### config.mk
export PLATFORM = sky130hd
export DESIGN_NAME = protobuf_wire_stream_parser
export DESIGN_NICKNAME = d
export VERILOG_FILES = /design/src/hdl/pwsp_pkg.sv /design/src/hdl/protobuf_wire_stream_parser.sv
export SDC_FILE = /design/constraint.sdc
export NUM_CORES = 1
export LEC_CHECK = 0
export ABC_AREA = 1
export ABC_CLOCK_PERIOD_IN_PS = 5700
export BUFFER_PORTS_ARGS = -buffer_cell sky130_fd_sc_hd__buf_2
export CAP_MARGIN = 20
export CORE_MARGIN = 5
export CORE_UTILIZATION = 30
export DETAILED_ROUTE_END_ITERATION = 6
export PLACE_DENSITY = 0.5
export SLEW_MARGIN = 20
export SYNTH_ARGS = -nofsm -noshare
export SYNTH_HDL_FRONTEND = slang
export SYNTH_SLANG_ARGS = --single-unit
### constraint.sdc
create_clock -name aclk -period 5.7 [get_ports aclk]
set_input_delay 0.285 -clock aclk [delete_from_list [all_inputs] [get_ports aclk]]
set_output_delay 0.285 -clock aclk [all_outputs]
set_load 0.01 [all_outputs]
### src/hdl/pwsp_pkg.sv
package pwsp_pkg;

    localparam int unsigned MAX_MSG_BYTES = 65536;
    localparam int unsigned NS_CAPACITY   = 32;
    localparam int unsigned OFF_W         = $clog2(MAX_MSG_BYTES) + 1;
    localparam int unsigned NS_KEEP       = NS_CAPACITY - 1;
    localparam int unsigned MAX_GROUPS    = 10;

    localparam logic [2:0] ROLE_TAG     = 3'd0;
    localparam logic [2:0] ROLE_VARINT  = 3'd1;
    localparam logic [2:0] ROLE_LENGTH  = 3'd2;
    localparam logic [2:0] ROLE_NS      = 3'd3;
    localparam logic [2:0] ROLE_PAYLOAD = 3'd4;
    localparam logic [2:0] ROLE_SKIP    = 3'd5;
    localparam logic [2:0] ROLE_ERROR   = 3'd6;

    localparam logic [2:0] WT_VARINT = 3'd0;
    localparam logic [2:0] WT_I64    = 3'd1;
    localparam logic [2:0] WT_LEN    = 3'd2;
    localparam logic [2:0] WT_I32    = 3'd5;

    localparam logic [31:0] FIELD_NAMESPACE = 32'd4;
    localparam logic [31:0] FIELD_PTYPE     = 32'd5;
    localparam logic [31:0] FIELD_PAYLOAD   = 32'd6;

    localparam logic [15:0] SKIP_I32 = 16'd4;
    localparam logic [15:0] SKIP_I64 = 16'd8;

endpackage

### src/hdl/protobuf_wire_stream_parser.sv
// protobuf wire format parser, one message byte per beat
// input channel s_*: s_data_byte with s_last_byte marking the final byte of a message
// result channel m_*: one result beat per input beat, in order
//   m_byte_role / m_body_index classify every byte (tag, value, length, body, skip, error)
//   on the beat of the last byte m_done_res is set and m_parse_ok and the summary
//   fields (payload type, offset, length, namespace length) are valid, else they are 0
// result: registered, valid in the cycle after the input beat is accepted
// throughput: one byte per cycle unless the output stalls; the parse state is updated
//   from the byte and the registered state, with the result held in an output register
// stall: s_ready follows m_ready when a result is waiting, so a stalled receiver
//   holds the input side without loss; a new byte is taken while the result is read
// reset: aresetn (synchronous, active low) drops m_valid and returns the parser
//   to the tag phase with all kept values cleared; the same clearing happens
//   after every last byte so each message parses independently
module protobuf_wire_stream_parser
    import pwsp_pkg::*;
(
    input  logic        aclk,
    input  logic        aresetn,
    input  logic        s_valid,
    output logic        s_ready,
    input  logic [7:0]  s_data_byte,
    input  logic        s_last_byte,
    output logic        m_valid,
    input  logic        m_ready,
    output logic [2:0]  m_byte_role,
    output logic [15:0] m_body_index,
    output logic        m_done_res,
    output logic        m_parse_ok,
    output logic [31:0] m_msg_type,
    output logic [15:0] m_payload_offset,
    output logic [15:0] m_payload_length,
    output logic [4:0]  m_namespace_length
);

    localparam logic [2:0] PH_TAG  = 3'd0;
    localparam logic [2:0] PH_VAL  = 3'd1;
    localparam logic [2:0] PH_LEN  = 3'd2;
    localparam logic [2:0] PH_BODY = 3'd3;
    localparam logic [2:0] PH_SKIP = 3'd4;

    localparam logic [OFF_W-1:0] OFF_MAX = OFF_W'(MAX_MSG_BYTES);

    // parse state
    logic [2:0]       phase_reg, phase_next;
    logic [63:0]      acc_reg, acc_next;
    logic [3:0]       grp_reg, grp_next;
    logic             fld4_reg, fld4_next;
    logic             fld5_reg, fld5_next;
    logic             fld6_reg, fld6_next;
    logic [15:0]      rem_reg, rem_next;
    logic [15:0]      pos_reg, pos_next;
    logic [OFF_W-1:0] off_reg, off_next;
    logic             fail_reg, fail_next;
    logic [31:0]      ktype_reg, ktype_next;
    logic [15:0]      koff_reg, koff_next;
    logic [15:0]      klen_reg, klen_next;
    logic [4:0]       kns_reg, kns_next;

    // result register
    logic        m_valid_reg;
    logic [2:0]  role_reg;
    logic [15:0] idx_reg;
    logic        done_reg;
    logic        ok_reg;
    logic [31:0] otype_reg;
    logic [15:0] ooff_reg;
    logic [15:0] olen_reg;
    logic [4:0]  ons_reg;

    logic [2:0]       role;
    logic [15:0]      idx;
    logic             accept;
    logic [6:0]       shamt;
    logic [63:0]      acc_or;
    logic [31:0]      field;
    logic [OFF_W-1:0] off_inc;
    logic [OFF_W-1:0] room;
    logic             too_big;
    logic [15:0]      ns_min;

    assign s_ready = !m_valid_reg || m_ready;
    assign accept  = s_valid && s_ready;

    assign shamt   = 7'(grp_reg) * 7'd7;
    assign acc_or  = acc_reg | (64'(s_data_byte[6:0]) << shamt);
    assign field   = acc_or[34:3];
    assign off_inc = off_reg + OFF_W'(1);
    assign room    = OFF_MAX - off_inc;
    assign too_big = (|acc_or[63:16]) || ({{(OFF_W-16){1'b0}}, acc_or[15:0]} > room);
    assign ns_min  = (acc_or[15:0] < 16'(NS_KEEP)) ? acc_or[15:0] : 16'(NS_KEEP);

    always_comb begin
        phase_next = phase_reg;
        acc_next   = acc_reg;
        grp_next   = grp_reg;
        fld4_next  = fld4_reg;
        fld5_next  = fld5_reg;
        fld6_next  = fld6_reg;
        rem_next   = rem_reg;
        pos_next   = pos_reg;
        fail_next  = fail_reg;
        ktype_next = ktype_reg;
        koff_next  = koff_reg;
        klen_next  = klen_reg;
        kns_next   = kns_reg;
        role       = ROLE_ERROR;
        idx        = 16'd0;

        if (!fail_reg && off_reg >= OFF_MAX) begin
            fail_next = 1'b1;
        end else if (!fail_reg) begin
            unique case (phase_reg)
                PH_TAG, PH_VAL, PH_LEN: begin
                    role     = (phase_reg == PH_TAG) ? ROLE_TAG :
                               ((phase_reg == PH_VAL) ? ROLE_VARINT : ROLE_LENGTH);
                    acc_next = acc_or;
                    if (s_data_byte[7]) begin
                        grp_next = grp_reg + 4'd1;
                        if (grp_reg == 4'(MAX_GROUPS - 1) || s_last_byte) begin
                            fail_next = 1'b1;
                        end
                    end else begin
                        grp_next = 4'd0;
                        acc_next = 64'd0;
                        if (phase_reg == PH_TAG) begin
                            fld4_next = (field == FIELD_NAMESPACE);
                            fld5_next = (field == FIELD_PTYPE);
                            fld6_next = (field == FIELD_PAYLOAD);
                            unique case (acc_or[2:0])
                                WT_VARINT: begin
                                    phase_next = PH_VAL;
                                    if (s_last_byte) begin
                                        fail_next = 1'b1;
                                    end
                                end
                                WT_LEN: begin
                                    phase_next = PH_LEN;
                                    if (s_last_byte) begin
                                        fail_next = 1'b1;
                                    end
                                end
                                WT_I32: begin
                                    rem_next   = SKIP_I32;
                                    phase_next = PH_SKIP;
                                end
                                WT_I64: begin
                                    rem_next   = SKIP_I64;
                                    phase_next = PH_SKIP;
                                end
                                default: begin
                                    fail_next = 1'b1;
                                end
                            endcase
                        end else if (phase_reg == PH_VAL) begin
                            if (fld5_reg) begin
                                ktype_next = acc_or[31:0];
                            end
                            phase_next = PH_TAG;
                        end else if (too_big) begin
                            fail_next = 1'b1;
                        end else begin
                            if (fld4_reg) begin
                                kns_next = ns_min[4:0];
                            end else if (fld6_reg) begin
                                koff_next = off_inc[15:0];
                                klen_next = acc_or[15:0];
                            end
                            if (acc_or[15:0] == 16'd0) begin
                                phase_next = PH_TAG;
                            end else begin
                                rem_next   = acc_or[15:0];
                                pos_next   = 16'd0;
                                phase_next = PH_BODY;
                                if (s_last_byte) begin
                                    fail_next = 1'b1;
                                end
                            end
                        end
                    end
                end
                PH_BODY: begin
                    if (fld4_reg) begin
                        role = (pos_reg < 16'(NS_KEEP)) ? ROLE_NS : ROLE_SKIP;
                        idx  = pos_reg;
                    end else if (fld6_reg) begin
                        role = ROLE_PAYLOAD;
                        idx  = pos_reg;
                    end else begin
                        role = ROLE_SKIP;
                    end
                    pos_next = pos_reg + 16'd1;
                    rem_next = rem_reg - 16'd1;
                    if (rem_reg == 16'd1) begin
                        phase_next = PH_TAG;
                    end else if (s_last_byte) begin
                        fail_next = 1'b1;
                    end
                end
                PH_SKIP: begin
                    role = ROLE_SKIP;
                    if (rem_reg != 16'd0) begin
                        rem_next = rem_reg - 16'd1;
                    end
                    if (rem_reg <= 16'd1) begin
                        phase_next = PH_TAG;
                    end
                end
                default: begin
                    phase_next = PH_TAG;
                end
            endcase
        end

        off_next = (off_reg < OFF_MAX) ? off_inc : off_reg;
    end

    always_ff @(posedge aclk) begin
        if (!aresetn) begin
            m_valid_reg <= 1'b0;
        end else if (accept) begin
            m_valid_reg <= 1'b1;
        end else if (m_ready) begin
            m_valid_reg <= 1'b0;
        end
    end

    always_ff @(posedge aclk) begin
        if (accept) begin
            role_reg  <= role;
            idx_reg   <= idx;
            done_reg  <= s_last_byte;
            ok_reg    <= s_last_byte && !fail_next;
            otype_reg <= s_last_byte ? ktype_next : 32'd0;
            ooff_reg  <= s_last_byte ? koff_next : 16'd0;
            olen_reg  <= s_last_byte ? klen_next : 16'd0;
            ons_reg   <= s_last_byte ? kns_next : 5'd0;
        end
    end

    always_ff @(posedge aclk) begin
        if (!aresetn || (accept && s_last_byte)) begin
            phase_reg <= PH_TAG;
            acc_reg   <= 64'd0;
            grp_reg   <= 4'd0;
            fld4_reg  <= 1'b0;
            fld5_reg  <= 1'b0;
            fld6_reg  <= 1'b0;
            rem_reg   <= 16'd0;
            pos_reg   <= 16'd0;
            off_reg   <= '0;
            fail_reg  <= 1'b0;
            ktype_reg <= 32'd0;
            koff_reg  <= 16'd0;
            klen_reg  <= 16'd0;
            kns_reg   <= 5'd0;
        end else if (accept) begin
            phase_reg <= phase_next;
            acc_reg   <= acc_next;
            grp_reg   <= grp_next;
            fld4_reg  <= fld4_next;
            fld5_reg  <= fld5_next;
            fld6_reg  <= fld6_next;
            rem_reg   <= rem_next;
            pos_reg   <= pos_next;
            off_reg   <= off_next;
            fail_reg  <= fail_next;
            ktype_reg <= ktype_next;
            koff_reg  <= koff_next;
            klen_reg  <= klen_next;
            kns_reg   <= kns_next;
        end
    end

    assign m_valid            = m_valid_reg;
    assign m_byte_role        = role_reg;
    assign m_body_index       = idx_reg;
    assign m_done_res         = done_reg;
    assign m_parse_ok         = ok_reg;
    assign m_msg_type         = otype_reg;
    assign m_payload_offset   = ooff_reg;
    assign m_payload_length   = olen_reg;
    assign m_namespace_length = ons_reg;

endmodule
* Word level (Yosys, flattened, before mapping)
Index checks and enable logic that the tools add are counted.
** Operators by class
- Multiplexer cells :: 81
- $add $sub $neg :: 5
- Multiply operators :: 1
- Equal/unequal tests :: 26
- Bitwise gates (word level) :: 5
- Order comparisons :: 6
- Reduce and logical (&&, ||, !) cells :: 31
- Shift operators :: 1
** Operators with widths (count)
- 16-bit two-way mux :: 31
- 32-bit two-way mux :: 7
- 32-bit by 3-bit equality test with 1-bit output, second input constant :: 3
- 64-bit two-way mux :: 1
- 64-bit OR :: 1
- 16-bit one-hot mux with 2 select lines :: 2
- 7-bit by 7-bit << shifter with 64-bit output :: 1
- 16-bit one-hot mux with 3 select lines :: 1
- 48-bit OR reduction :: 1
- 5-bit two-way mux :: 9
- 16-bit by 5-bit < comparator with 1-bit output, second input constant :: 2
- 3-bit one-hot mux with 3 select lines :: 3
- 3-bit two-way mux :: 8
- 17-bit by 1-bit adder with 17-bit output, second input constant :: 1
- 17-bit >= comparator, second input constant :: 1
- 16-bit by 17-bit > comparator with 1-bit output :: 1
- 17-bit < comparator, second input constant :: 1
- 17-bit subtractor, first input constant :: 1
- 16-bit by 1-bit adder with 16-bit output, second input constant :: 1
- 16-bit by 1-bit equality test with 1-bit output, second input constant :: 1
- 16-bit by 1-bit <= comparator with 1-bit output, second input constant :: 1
- 16-bit zero test :: 1
- 2-bit != test, second input constant :: 8
- 16-bit nonzero test :: 1
- other kinds (30) :: 68
** Storage, ports and cells
- Output and inout bits :: 92
- Register bits :: 284

* Depth between registers and ports, before layout
- Depth after elaboration :: 14
- Mapped depth :: 29
- Depth with buffers taken out :: 29

* Worst setup path after synthesis
No wires, ideal clock.
- Path kind :: register to register
- Start :: register m_valid_reg, in the netlist m_valid
- End :: register idx_reg[0], in the netlist m_body_index[0], enable pin
- Cell stages (with the launch flop) :: 6
- Library setup time :: 0.489 ns
- Path buffers :: 2
- Path slack :: 1.541 ns
- Arrival :: 3.670 ns
- Required time :: 5.211 ns
- Cell sequence :: dfxtp_1 > nand2_1 > nand2_1 > inv_1 > clkbuf_1 > clkbuf_1
** On the way
- Word-level cells in the longest chain between the ends :: 3
** Ends and longest elaborated chain
- start, declared :: RTL line protobuf_wire_stream_parser.sv:61 : logic m_valid_reg;
- start signal, assigned :: RTL line protobuf_wire_stream_parser.sv:220 : m_valid_reg <= 1'b0;
- start signal, assigned :: RTL line protobuf_wire_stream_parser.sv:222 : m_valid_reg <= 1'b1;
- start signal, assigned :: RTL line protobuf_wire_stream_parser.sv:224 : m_valid_reg <= 1'b0;
- 1-bit zero test :: RTL line protobuf_wire_stream_parser.sv:82 : assign s_ready = !m_valid_reg || m_ready;
- 1-bit logical OR :: RTL line protobuf_wire_stream_parser.sv:82
- via s_ready :: RTL line protobuf_wire_stream_parser.sv:21 : output logic s_ready,
- 1-bit logical AND :: RTL line protobuf_wire_stream_parser.sv:83 : assign accept = s_valid && s_ready;
- via accept :: RTL line protobuf_wire_stream_parser.sv:73 : logic accept;
- end signal, assigned :: RTL line protobuf_wire_stream_parser.sv:231 : idx_reg <= idx;
- end, declared :: RTL line protobuf_wire_stream_parser.sv:63 : logic [15:0] idx_reg;
The timed path passes the listed nets, and every way through them passes these cells.
A chain may end at the register's enable or synchronous reset.

* Worst setup path after layout
- Start :: register off_reg[0]
- End :: register olen_reg[12], in the netlist m_payload_length[12], data pin
** On the way
- Word-level cells in the longest chain between the ends :: 11
- Elaborated cells on any way between the ends :: 13
** Ends and longest elaborated chain
- start, declared :: RTL line protobuf_wire_stream_parser.sv:53 : logic [OFF_W-1:0] off_reg, off_next;
- start signal, assigned :: RTL line protobuf_wire_stream_parser.sv:266 : off_reg <= off_next;
- 17-bit by 1-bit adder with 17-bit output :: RTL line protobuf_wire_stream_parser.sv:88 : assign off_inc = off_reg + OFF_W'(1);
- 17-bit subtractor :: RTL line protobuf_wire_stream_parser.sv:89 : assign room = OFF_MAX - off_inc;
- 16-bit by 17-bit > comparator with 1-bit output :: RTL line protobuf_wire_stream_parser.sv:90 : assign too_big = (|acc_or[63:16]) || ({{(OFF_W-16){1'b0}}, acc_or[15:0]} > room);
- 1-bit logical OR :: RTL line protobuf_wire_stream_parser.sv:90
- 16-bit two-way mux :: RTL line protobuf_wire_stream_parser.sv:160 : end else if (too_big) begin
- 16-bit two-way mux :: RTL line protobuf_wire_stream_parser.sv:155 : end else if (phase_reg == PH_VAL) begin
- 16-bit two-way mux :: RTL line protobuf_wire_stream_parser.sv:126 : if (phase_reg == PH_TAG) begin
- 16-bit two-way mux :: RTL line protobuf_wire_stream_parser.sv:118 : if (s_data_byte[7]) begin
- 16-bit two-way mux :: RTL line protobuf_wire_stream_parser.sv:113 : unique case (phase_reg)
- 16-bit two-way mux :: RTL line protobuf_wire_stream_parser.sv:112 : end else if (!fail_reg) begin
- 16-bit two-way mux (*) :: RTL line protobuf_wire_stream_parser.sv:110 : if (!fail_reg && off_reg >= OFF_MAX) begin
- end signal, assigned :: RTL line protobuf_wire_stream_parser.sv:236 : olen_reg <= s_last_byte ? klen_next : 16'd0;
- end, declared :: RTL line protobuf_wire_stream_parser.sv:68 : logic [15:0] olen_reg;
Mark *: on every way between the ends. The rest lies on a longest branch, timed or not.

==> results summary <==
The average cell area after synthesis is 7.65 um2. The count of vias placed by the detailed router is 12,411. The count of final max-slew check failures is 0. STA classifies the critical path startpoint as a register. The global-route usage over all layers came out at 0.156. The first TritonRoute pass finished after 5 iterations. The number of antenna violations at the first check in global routing came out at 0.

The number of fillers in the final layout is 4,903. The number of nets at the end of the flow is 1,963. The max-cap violation count came out at 0.

The startpoint identified for the worst hold timing path is s_last_byte. The share of total power dissipated in combinational logic is 0.160. The critical path in this run is classified as reg2reg.

In this run the tightest slew margin relative to its limit is 0.314. The pre-CTS worst setup slack came out at 1.22 ns. The number of DRC violations after detailed-routing iteration 0 is 938. The number of global-route vias before repair came to 11,482.

The switching component of the power is 1.50 mW. The required time reported for the critical path endpoint is 6.13 ns. The number of nets in the synthesized netlist is 1,884. The setup TNS after final layout came out at 0 ns. The final routed DRC violation total came out at 0. The total leakage power came out at 7.05 nW. The fraction of the yosys area taken by sequential cells came out at 0.466. The power density normalized to cell area is 316 mW/mm2.

The transition time at the pin with the least slew margin is 1.03 ns. The number of top-level pins is 105. The largest clock skew in the final design came out at 0.0108 ns. The total count of hold-check failures in the final report came to 0. The portion of total power attributed to the clock network came out at 0.405. The worst hold path belongs to the class in2reg. After clock tree synthesis, the clock-pin slew on the worst setup and hold paths is 0.06 ns. The largest vdd supply drop came out at 0.217 mV. The die height came out at 227 um. The average wire length per cell after detail routing came out at 16.3 um. The largest fanout on the critical path came out at 32.

The initial core utilization came out at 0.304. The detail-routed via count per cell is 4.85. Synthesis produced 1,849 cells. Setup violations remaining at the end of the flow were counted as 0.

The number of clock buffers added by TritonCTS is 31. The worst path arrival time is 4.93 ns. The internal cell power came out at 3.65 mW. In this run the standard cell core region covers 0.0466 mm2. In this run the number of H-tree levels came out at 1.

The area occupied by multi-input gates is 0.00628 mm2. Post-CTS timing repair inserted 0 buffers for setup. The final worst hold slack came out at 0.0623 ns. STA classifies the critical path endpoint as a register. The number of flip-flops in the largest register came out at 64. The clock period could shrink to 4.50 ns. TritonCTS built the clock tree. The later pin in the worst-skew pair is clocked with a latency of 0.57 ns. The netlist area before placement came out at 0.0141 mm2. The number of antenna diodes in the final layout is 0. The final weighted congestion in routability-driven placement came out at 0.891. The switching share of total power is 0.291.

The share of total power in sequential cells came out at 0.435. The tree built by TritonCTS fans out to 284 sinks. The first global-routing pass estimated 65.1 mm of wire.

The largest net degree at the start of global routing is 147. Setup repair after global routing left no endpoint under its margin. The flip-flop and latch area is 0.00659 mm2. The fraction of the cycle the final worst path needs came out at 0.790. The most critical setup path has its startpoint at off_reg[0]$_SDFFE_PP0P_. The tree is rooted in a sky130_fd_sc_hd__clkbuf_16. The layout cell share with drive strength beyond 1 came out at 0.125. The minimum setup slack in the final design came out at 1.20 ns. In this run the horizontal extent of the chip is 227 um. After legalization and detailed placement, the total HPWL measured 29.1 mm. The sum of internal, switching and leakage power came out at 5.15 mW.

The count of distinct cell types in the synthesized netlist is 51. The floorplan has 79 rows. The post-synthesis register bit count came out at 284. Timing would allow up to 222 MHz. The area added between synthesis and finish is 15.3%. The quantity of I/O buffers inserted on ports is 104. The final layout contains routed wiring with a total length of 41.6 mm. Yosys printed 0 warnings.

The count of nets left with antenna violations after detail routing came out at 0. The run finished with clean final reports. The worst-case clock buffer depth came out at 3. The die footprint is 0.0516 mm2. The residual overflow from global routing came out at 0.

The startpoint identified for the worst register-to-register timing path is off_reg[0]$_SDFFE_PP0P_.
[final timing paths]
path                                                            to  slack [ns]  cells after the start
worst max register to register  m_payload_length[12]$_SDFFCE_PN0P_        1.20                     26
worst min register to register            acc_reg[23]$_SDFFE_PP0P_        0.45                      2
worst min-delay path                          m_done_res$_DFFE_PP_        0.06                      1
worst max-delay path            m_payload_length[12]$_SDFFCE_PN0P_        1.20                     26
[critical path, stage by stage, from the launching register on]
cell and delay, ns:
sky130_fd_sc_hd__dfxtp_1 0.46, sky130_fd_sc_hd__ha_1 0.26, sky130_fd_sc_hd__nand2_1 0.07, sky130_fd_sc_hd__inv_1 0.08, sky130_fd_sc_hd__nor2_1 0.06, sky130_fd_sc_hd__nor3_1 0.24, sky130_fd_sc_hd__nand2_1 0.08, sky130_fd_sc_hd__nor2_1 0.15
sky130_fd_sc_hd__nand3_1 0.15, sky130_fd_sc_hd__nor2_1 0.12, sky130_fd_sc_hd__nand3_1 0.12, sky130_fd_sc_hd__or2_2 0.32, sky130_fd_sc_hd__nor3_1 0.15, sky130_fd_sc_hd__o21bai_1 0.09, sky130_fd_sc_hd__ha_1 0.29, sky130_fd_sc_hd__nand2_1 0.06
sky130_fd_sc_hd__nor2_1 0.10, sky130_fd_sc_hd__nand3_1 0.09, sky130_fd_sc_hd__nor2_1 0.10, sky130_fd_sc_hd__a21oi_1 0.05, sky130_fd_sc_hd__nand2_2 0.10, sky130_fd_sc_hd__nand2_4 0.08, sky130_fd_sc_hd__nor2_8 0.41, sky130_fd_sc_hd__nand2_4 0.37
sky130_fd_sc_hd__nand2_1 0.16, sky130_fd_sc_hd__nand2_1 0.08, sky130_fd_sc_hd__nor2_1 0.10
[cell usage in the layout (no fill, tap or decap), types with 4 or more instances in the layout]
cell	n
sky130_fd_sc_hd__a211oi_1	7
sky130_fd_sc_hd__a21oi_1	160
sky130_fd_sc_hd__a21oi_2	5
sky130_fd_sc_hd__a31oi_1	8
sky130_fd_sc_hd__buf_2	104
sky130_fd_sc_hd__buf_4	28
sky130_fd_sc_hd__bufinv_16	5
sky130_fd_sc_hd__clkbuf_16	31
sky130_fd_sc_hd__clkinv_1	8
sky130_fd_sc_hd__clkinv_2	5
sky130_fd_sc_hd__dfxtp_1	194
sky130_fd_sc_hd__edfxtp_1	90
sky130_fd_sc_hd__ha_1	22
sky130_fd_sc_hd__inv_1	221
sky130_fd_sc_hd__inv_2	10
sky130_fd_sc_hd__nand2_1	308
sky130_fd_sc_hd__nand2_2	10
sky130_fd_sc_hd__nand2_4	5
sky130_fd_sc_hd__nand3_1	108
sky130_fd_sc_hd__nand3_2	10
sky130_fd_sc_hd__nand3b_1	4
sky130_fd_sc_hd__nand4_1	23
sky130_fd_sc_hd__nor2_1	264
sky130_fd_sc_hd__nor2_2	7
sky130_fd_sc_hd__nor2_4	4
sky130_fd_sc_hd__nor3_1	60
sky130_fd_sc_hd__nor3b_1	5
sky130_fd_sc_hd__nor4_1	13
sky130_fd_sc_hd__o211ai_1	36
sky130_fd_sc_hd__o21ai_0	120
sky130_fd_sc_hd__o21bai_1	9
sky130_fd_sc_hd__xnor2_1	4
sky130_fd_sc_hd__xor2_1	24
[timing repair]
item / in CTS / in global routing
endpoints found under the hold margin: 1 / 0
hold buffers: 2 / 0
resized for setup: 0 / 0
[power by group through the flow]
stage / Sequential [mW] / Clock (mW) / Combinational [mW]
after floorplan: 2.29 / 0 / 0.556
after global placement: 2.28 / 0 / 0.819
after detailed placement: 2.28 / 0 / 0.826
after CTS: 2.24 / 2.14 / 0.830
after global routing: 2.25 / 2.22 / 0.926
final: 2.24 / 2.09 / 0.824
[layer usage]
| metal | up-vias | wire length, um | global-route usage |
|---|---|---|---|
| met5 | - | 0 | 0 |
| met4 | 0 | 927 | 0.0417 |
| met3 | 53 | 2340 | 0.0213 |
| met2 | 305 | 18100 | 0.240 |
| met1 | 5786 | 20300 | 0.233 |
| li1 | 6267 | - | - |
[synthesized netlist by cell type, drive strengths merged]
cell type  count  area [um2]
a21oi        165         845
nand3        119         658
a31o           2        17.5
a211oi         7        52.6
xnor2          5        51.3
inv          232         871
a31oi          8        50.1
nand2        323        1270
xor2          25         226
clkbuf        59         221
o211ai        36         270
nor3          63         337
o21bai         9        67.6
o31ai          1        7.51
buf           29         208
nand3b         4        30.0
nor2         276        1090
o21ai        124         621
o21a           2        15.0
nor4          14        93.8
a21o           1        7.51
ha            22         275
nand4         23         144
nor3b          5        37.5
dfxtp        194        3880
mux2i          3        30.0
edfxtp        90        2700
o22ai          2        12.5
a21boi         1        7.51
a22oi          3        22.5
or2            2        12.5
[layout make-up]
cell class                      instances  share of cell area
Clock inverter                         24              0.0156
Sequential cell                       284               0.404
Timing Repair Buffer                  134              0.0460
Clock buffer                           34              0.0489
Tap cell                              607              0.0466
Multi-Input combinational cell       1245               0.385
Inverter                              232              0.0539
[through the flow]
| stage | std cells | instance area [um2] | utilization |
|---|---|---|---|
| after CTS | 2560 | 16300 | 0.350 |
| after detailed placement | 2500 | 15200 | 0.327 |
| after global routing | 2560 | 16300 | 0.350 |
| after floorplan | 1849 | 14100 | - |
| after global placement | 2500 | 15200 | 0.327 |
| final | 2560 | 16300 | 0.350 |
[cell families (layout without fill, tap and decap cells)]
| kind of cell | count (synthesis) | in the layout | share of synthesized area |
|---|---|---|---|
| and+or+nand+nor | 829 | 829 | 0.260 |
| AOI/OAI and AO/OA | 361 | 361 | 0.141 |
| buffers and inverters | 320 | 424 | 0.0919 |
| DFF | 284 | 284 | 0.466 |
| xor gates and xnor gates | 30 | 30 | 0.0196 |
| adders and majority gates | 22 | 22 | 0.0195 |
| muxes | 3 | 3 | 0.00212 |
No activity file was read; power rests on OpenSTA's default activity.
